`src/rtl/core/bal_ram.sv`:
```
// ============================================================================
// Generic RAM
// One write port and one read port, with the read data registered.
// ============================================================================
module bal_ram #(
  parameter int W = 8,
  parameter int D = 16
) (
  input  logic                 clk,
  input  logic                 we,
  input  logic [$clog2(D)-1:0] waddr,
  input  logic [W-1:0]         wdata,
  input  logic [$clog2(D)-1:0] raddr,
  output logic [W-1:0]         rdata
);

  logic [W-1:0] mem [D];

  always_ff @(posedge clk) begin
    if (we) begin
      mem[waddr] <= wdata;
    end
    rdata <= mem[raddr];
  end

endmodule

```
`config.mk`:
```
export PLATFORM = sky130hd
export DESIGN_NAME = bal_ram
export DESIGN_NICKNAME = d
export VERILOG_FILES = /design/src/rtl/core/bal_ram.sv
export SDC_FILE = /design/constraint.sdc
export NUM_CORES = 1
export LEC_CHECK = 0
export ABC_AREA = 1
export BUFFER_PORTS_ARGS = -buffer_cell sky130_fd_sc_hd__buf_2
export CORE_MARGIN = 1.5
export CORE_UTILIZATION = 30
export CTS_CLUSTER_DIAMETER = 50
export DETAILED_ROUTE_END_ITERATION = 8
export GPL_TIMING_DRIVEN = 0
export PLACE_DENSITY = 0.44
export REMOVE_ABC_BUFFERS = 1
export SLEW_MARGIN = 20
export SYNTH_ARGS = -nofsm -noshare
export SYNTH_HDL_FRONTEND = slang
export SYNTH_SLANG_ARGS = --single-unit
```
`constraint.sdc`:
```
create_clock -name clk -period 1.3 [get_ports clk]
set_clock_uncertainty 0.05 [all_clocks]
set_input_delay 0.26 -clock clk [delete_from_list [all_inputs] [get_ports clk]]
set_output_delay 0.26 -clock clk [all_outputs]
set_load 0.01 [all_outputs]
```
; ---- Word level (Yosys, flattened, before mapping)
; Memory sizes are Yosys's and may differ from the RTL's. A register that Yosys moved wholly into a read port is not among the register bits.
; Cells that the tools add are included.
[word_totals]
n_memories = 1
word_cells = 3
mem_bits_rw = 128
out_inout_bits = 8
ff_bits = 0
[op_classes]
n_mux = 2
[memory_table]
columns = name, words, word_bits, read_ports, rd_ports_with_merged_regs, write_ports, line_no
row1 = mem, 16, 8, 1, 1, 1, 17  ; logic [W-1:0] mem [D];
[op_table]
columns = operator, count
row1 = $mux W1, 2

; ---- Longest topological paths before layout
[logic_depth]
word_depth = 2
mapped_depth = 8
ltp_nobuf = 7

; ---- Worst setup path before layout
; Ideal clock, no wire load.
[synth_path]
kind = input to register
start = input waddr[3]
end = memory mem[4][0], enable pin
path_stages = 2
setup_slack_ns = 0.039
t_arrival_ns = 0.841
setup_ns = 0.370
cell_sequence = nand3b_1 nor2_1
[synth_lines]
columns = element, line_no
row1 = "start, declared", 11  ; input logic [$clog2(D)-1:0] waddr,
row2 = "end, declared", 17
; No word-level cell before the write port.

; ---- Final worst setup path
[layout_path]
start = input waddr[3]
end = memory mem[4][5], enable pin
; No word-level cell before the write port.

==> flow_metrics.tcl <==
set metrics [dict create \
    status "finished with violations" \
    violations "setup timing" \
    ys_seq_elements 136 \
    ir_drop_mv 1.00 \
    fin_hold_ws_ps 176 \
    cpMaxStageDelayCell "nor2_1" \
    stdcell_area_um2 6690 \
    criticalPathCategory "in2reg" \
    drtAntennaViolNets 0 \
    antenna_found_initial 0 \
    drcViolationCount 0 \
    final_util 0.356 \
    dp_slack_ps -939 \
    layout_common_cells "nand2_1 (173), edfxtp_1 (128), inv_1 (99)" \
    slew_violations 0 \
    cts_hold_buf 0 \
    wl_met2_mm 5.62 \
    hold_class "in2reg" \
    vias 3597 \
    routed_wl_mm 12.7 \
    wl_met3_um 492 \
    grt_pass1_vias 3616 \
    p_per_area_nw_per_um2 1510 \
    setup_viol 24 \
    overflow 0 \
    avgSynthCellArea_um2 10.5 \
    dieArea_um2 20100 \
    io_buffers 25 \
    root_buffer "clkbuf_16" \
    grt_max_degree 66 \
    wl_per_cell_um 15.4 \
    drt_first_pass_iters 4 \
    initial_core_util 0.307 \
    fmax_mhz 717 \
    rows 50 \
    rsz0062_at_grt "true" \
    final_common_cell "nand2_1" \
    placed_cell_area_um2 6020 \
    critical-path-top-delay-family "simple AND/OR/NAND/NOR gates" \
    drt-met1-wl_mm 6.26 \
    slew_headroom 0.347 \
    p_leak_nw 2.81 \
    crit_required_ps 1290 \
    num_io_pins 26 \
    die_h_um 142 \
    yosys.area.top_type "edfxtp_1" \
    grt_use_total 0.138 \
    clkSlewWorstSetupHoldPaths_ps 60 \
    layout.nets 592 \
    fin_ws_ps -93.9 \
    tightest_slew_ps 976 \
    yosysSeqAreaShare 0.694 \
    cts_tree "built" \
    slowest_delay_ps 770 \
    insertion_delay_ps 420 \
    top_layer "met4" \
    cts.sinks 136 \
    synth_area_leaders "edfxtp_1 (67%), nand2_1 (11%), nand3_1 (8.4%)" \
    p_total_mw 10.1 \
    synth_cells 551 \
    post-dp-hpwl_mm 7.51 \
    endpoint_kind "flop" \
    maxCapViolCount 0 \
    start_kind "primary input" \
    period_share 1.07 \
    diodes 0 \
    cts-buffers-inserted 17 \
    path_cells "buf_2 -> nand3b_1 -> nor2_1" \
    synth_cell_types 12 \
    syn_area_um2 5770 \
    cp_data_arrival_time_ps 1380 \
    clock_path_buffers 2 \
    worstPathMaxFanout 8 \
    min_period_ps 1390 \
    h-tree-depth 4 \
    core_area_um2 18800 \
    critPathBufInv 1 \
    yosys_warnings 0 \
    via_per_inst 4.39 \
    finalHoldViolCount 0 \
    drt-initial-drc-count 174 \
    gp_routability_congestion 0.715 \
    die_w_um 142 \
    synth_top_area_share 0.667 \
    area_growth_pct 16.0 \
    grt_first_pass_wirelength_mm 20.0 \
    drive_above_1_share 0.116 \
]
-- state kept, by name (all words and copies together) (netlist names) --
signal	cells
mem	128
rdata	8
-- cells by family after synthesis --
| kind of cell | after synthesis | share of synthesized area |
|---|---|---|
| DFF | 136 | 0.694 |
| and+or+nand+nor | 289 | 0.210 |
| buffers and inverters | 126 | 0.0952 |
-- power breakdown --
part	internal, mW	switching [mW]
combinational	0.171	0.418
sequential	4.90	0.0246
clock	2.96	1.66
-- final timing paths --
path              start    endpoint  slack [ps]  cells after the start
min            wdata[0]  mem[14][0]         180                      1
max            waddr[3]   mem[4][5]         -90                      3
min reg2reg  mem[12][1]    rdata[1]         610                      6
max reg2reg   mem[9][4]    rdata[4]         190                      6
-- layout make-up --
class	count	area (um2)
Inverter	102	397
Fill cell	1926	12100
Tap cell	234	293
Clock buffer	19	433
Clock inverter	12	134
Timing Repair Buffer	28	181
Multi-Input combinational cell	289	1250
Sequential cell	136	4000
-- metrics by stage --
| step | setup TNS, ps | cells |
|---|---|---|
| finish | -1200 | 820 |
| global route | -4730 | 820 |
| global placement | -66670 | 786 |
| floorplan | 0 | 527 |
| CTS | -3150 | 817 |
| detailed placement | -62750 | 786 |
-- synthesized netlist by cell type, drive strengths merged --
library cell,n
buf,24
dfxtp,8
edfxtp,128
inv,102
nand2,173
nand3,97
nand3b,2
nor2,17
-- per-layer routing --
layer | up-vias | track usage
met5 | - | 0
met4 | 0 | 0.0722
met3 | 21 | 0.0300
met2 | 61 | 0.209
met1 | 1693 | 0.187
li1 | 1822 | -
-- repair_timing --
action	4_1_cts	5_1_grt
buffers inserted	0	3
resized for setup	12	10
endpoints found under the setup margin	63	88
(Power assumes the default switching activity.)
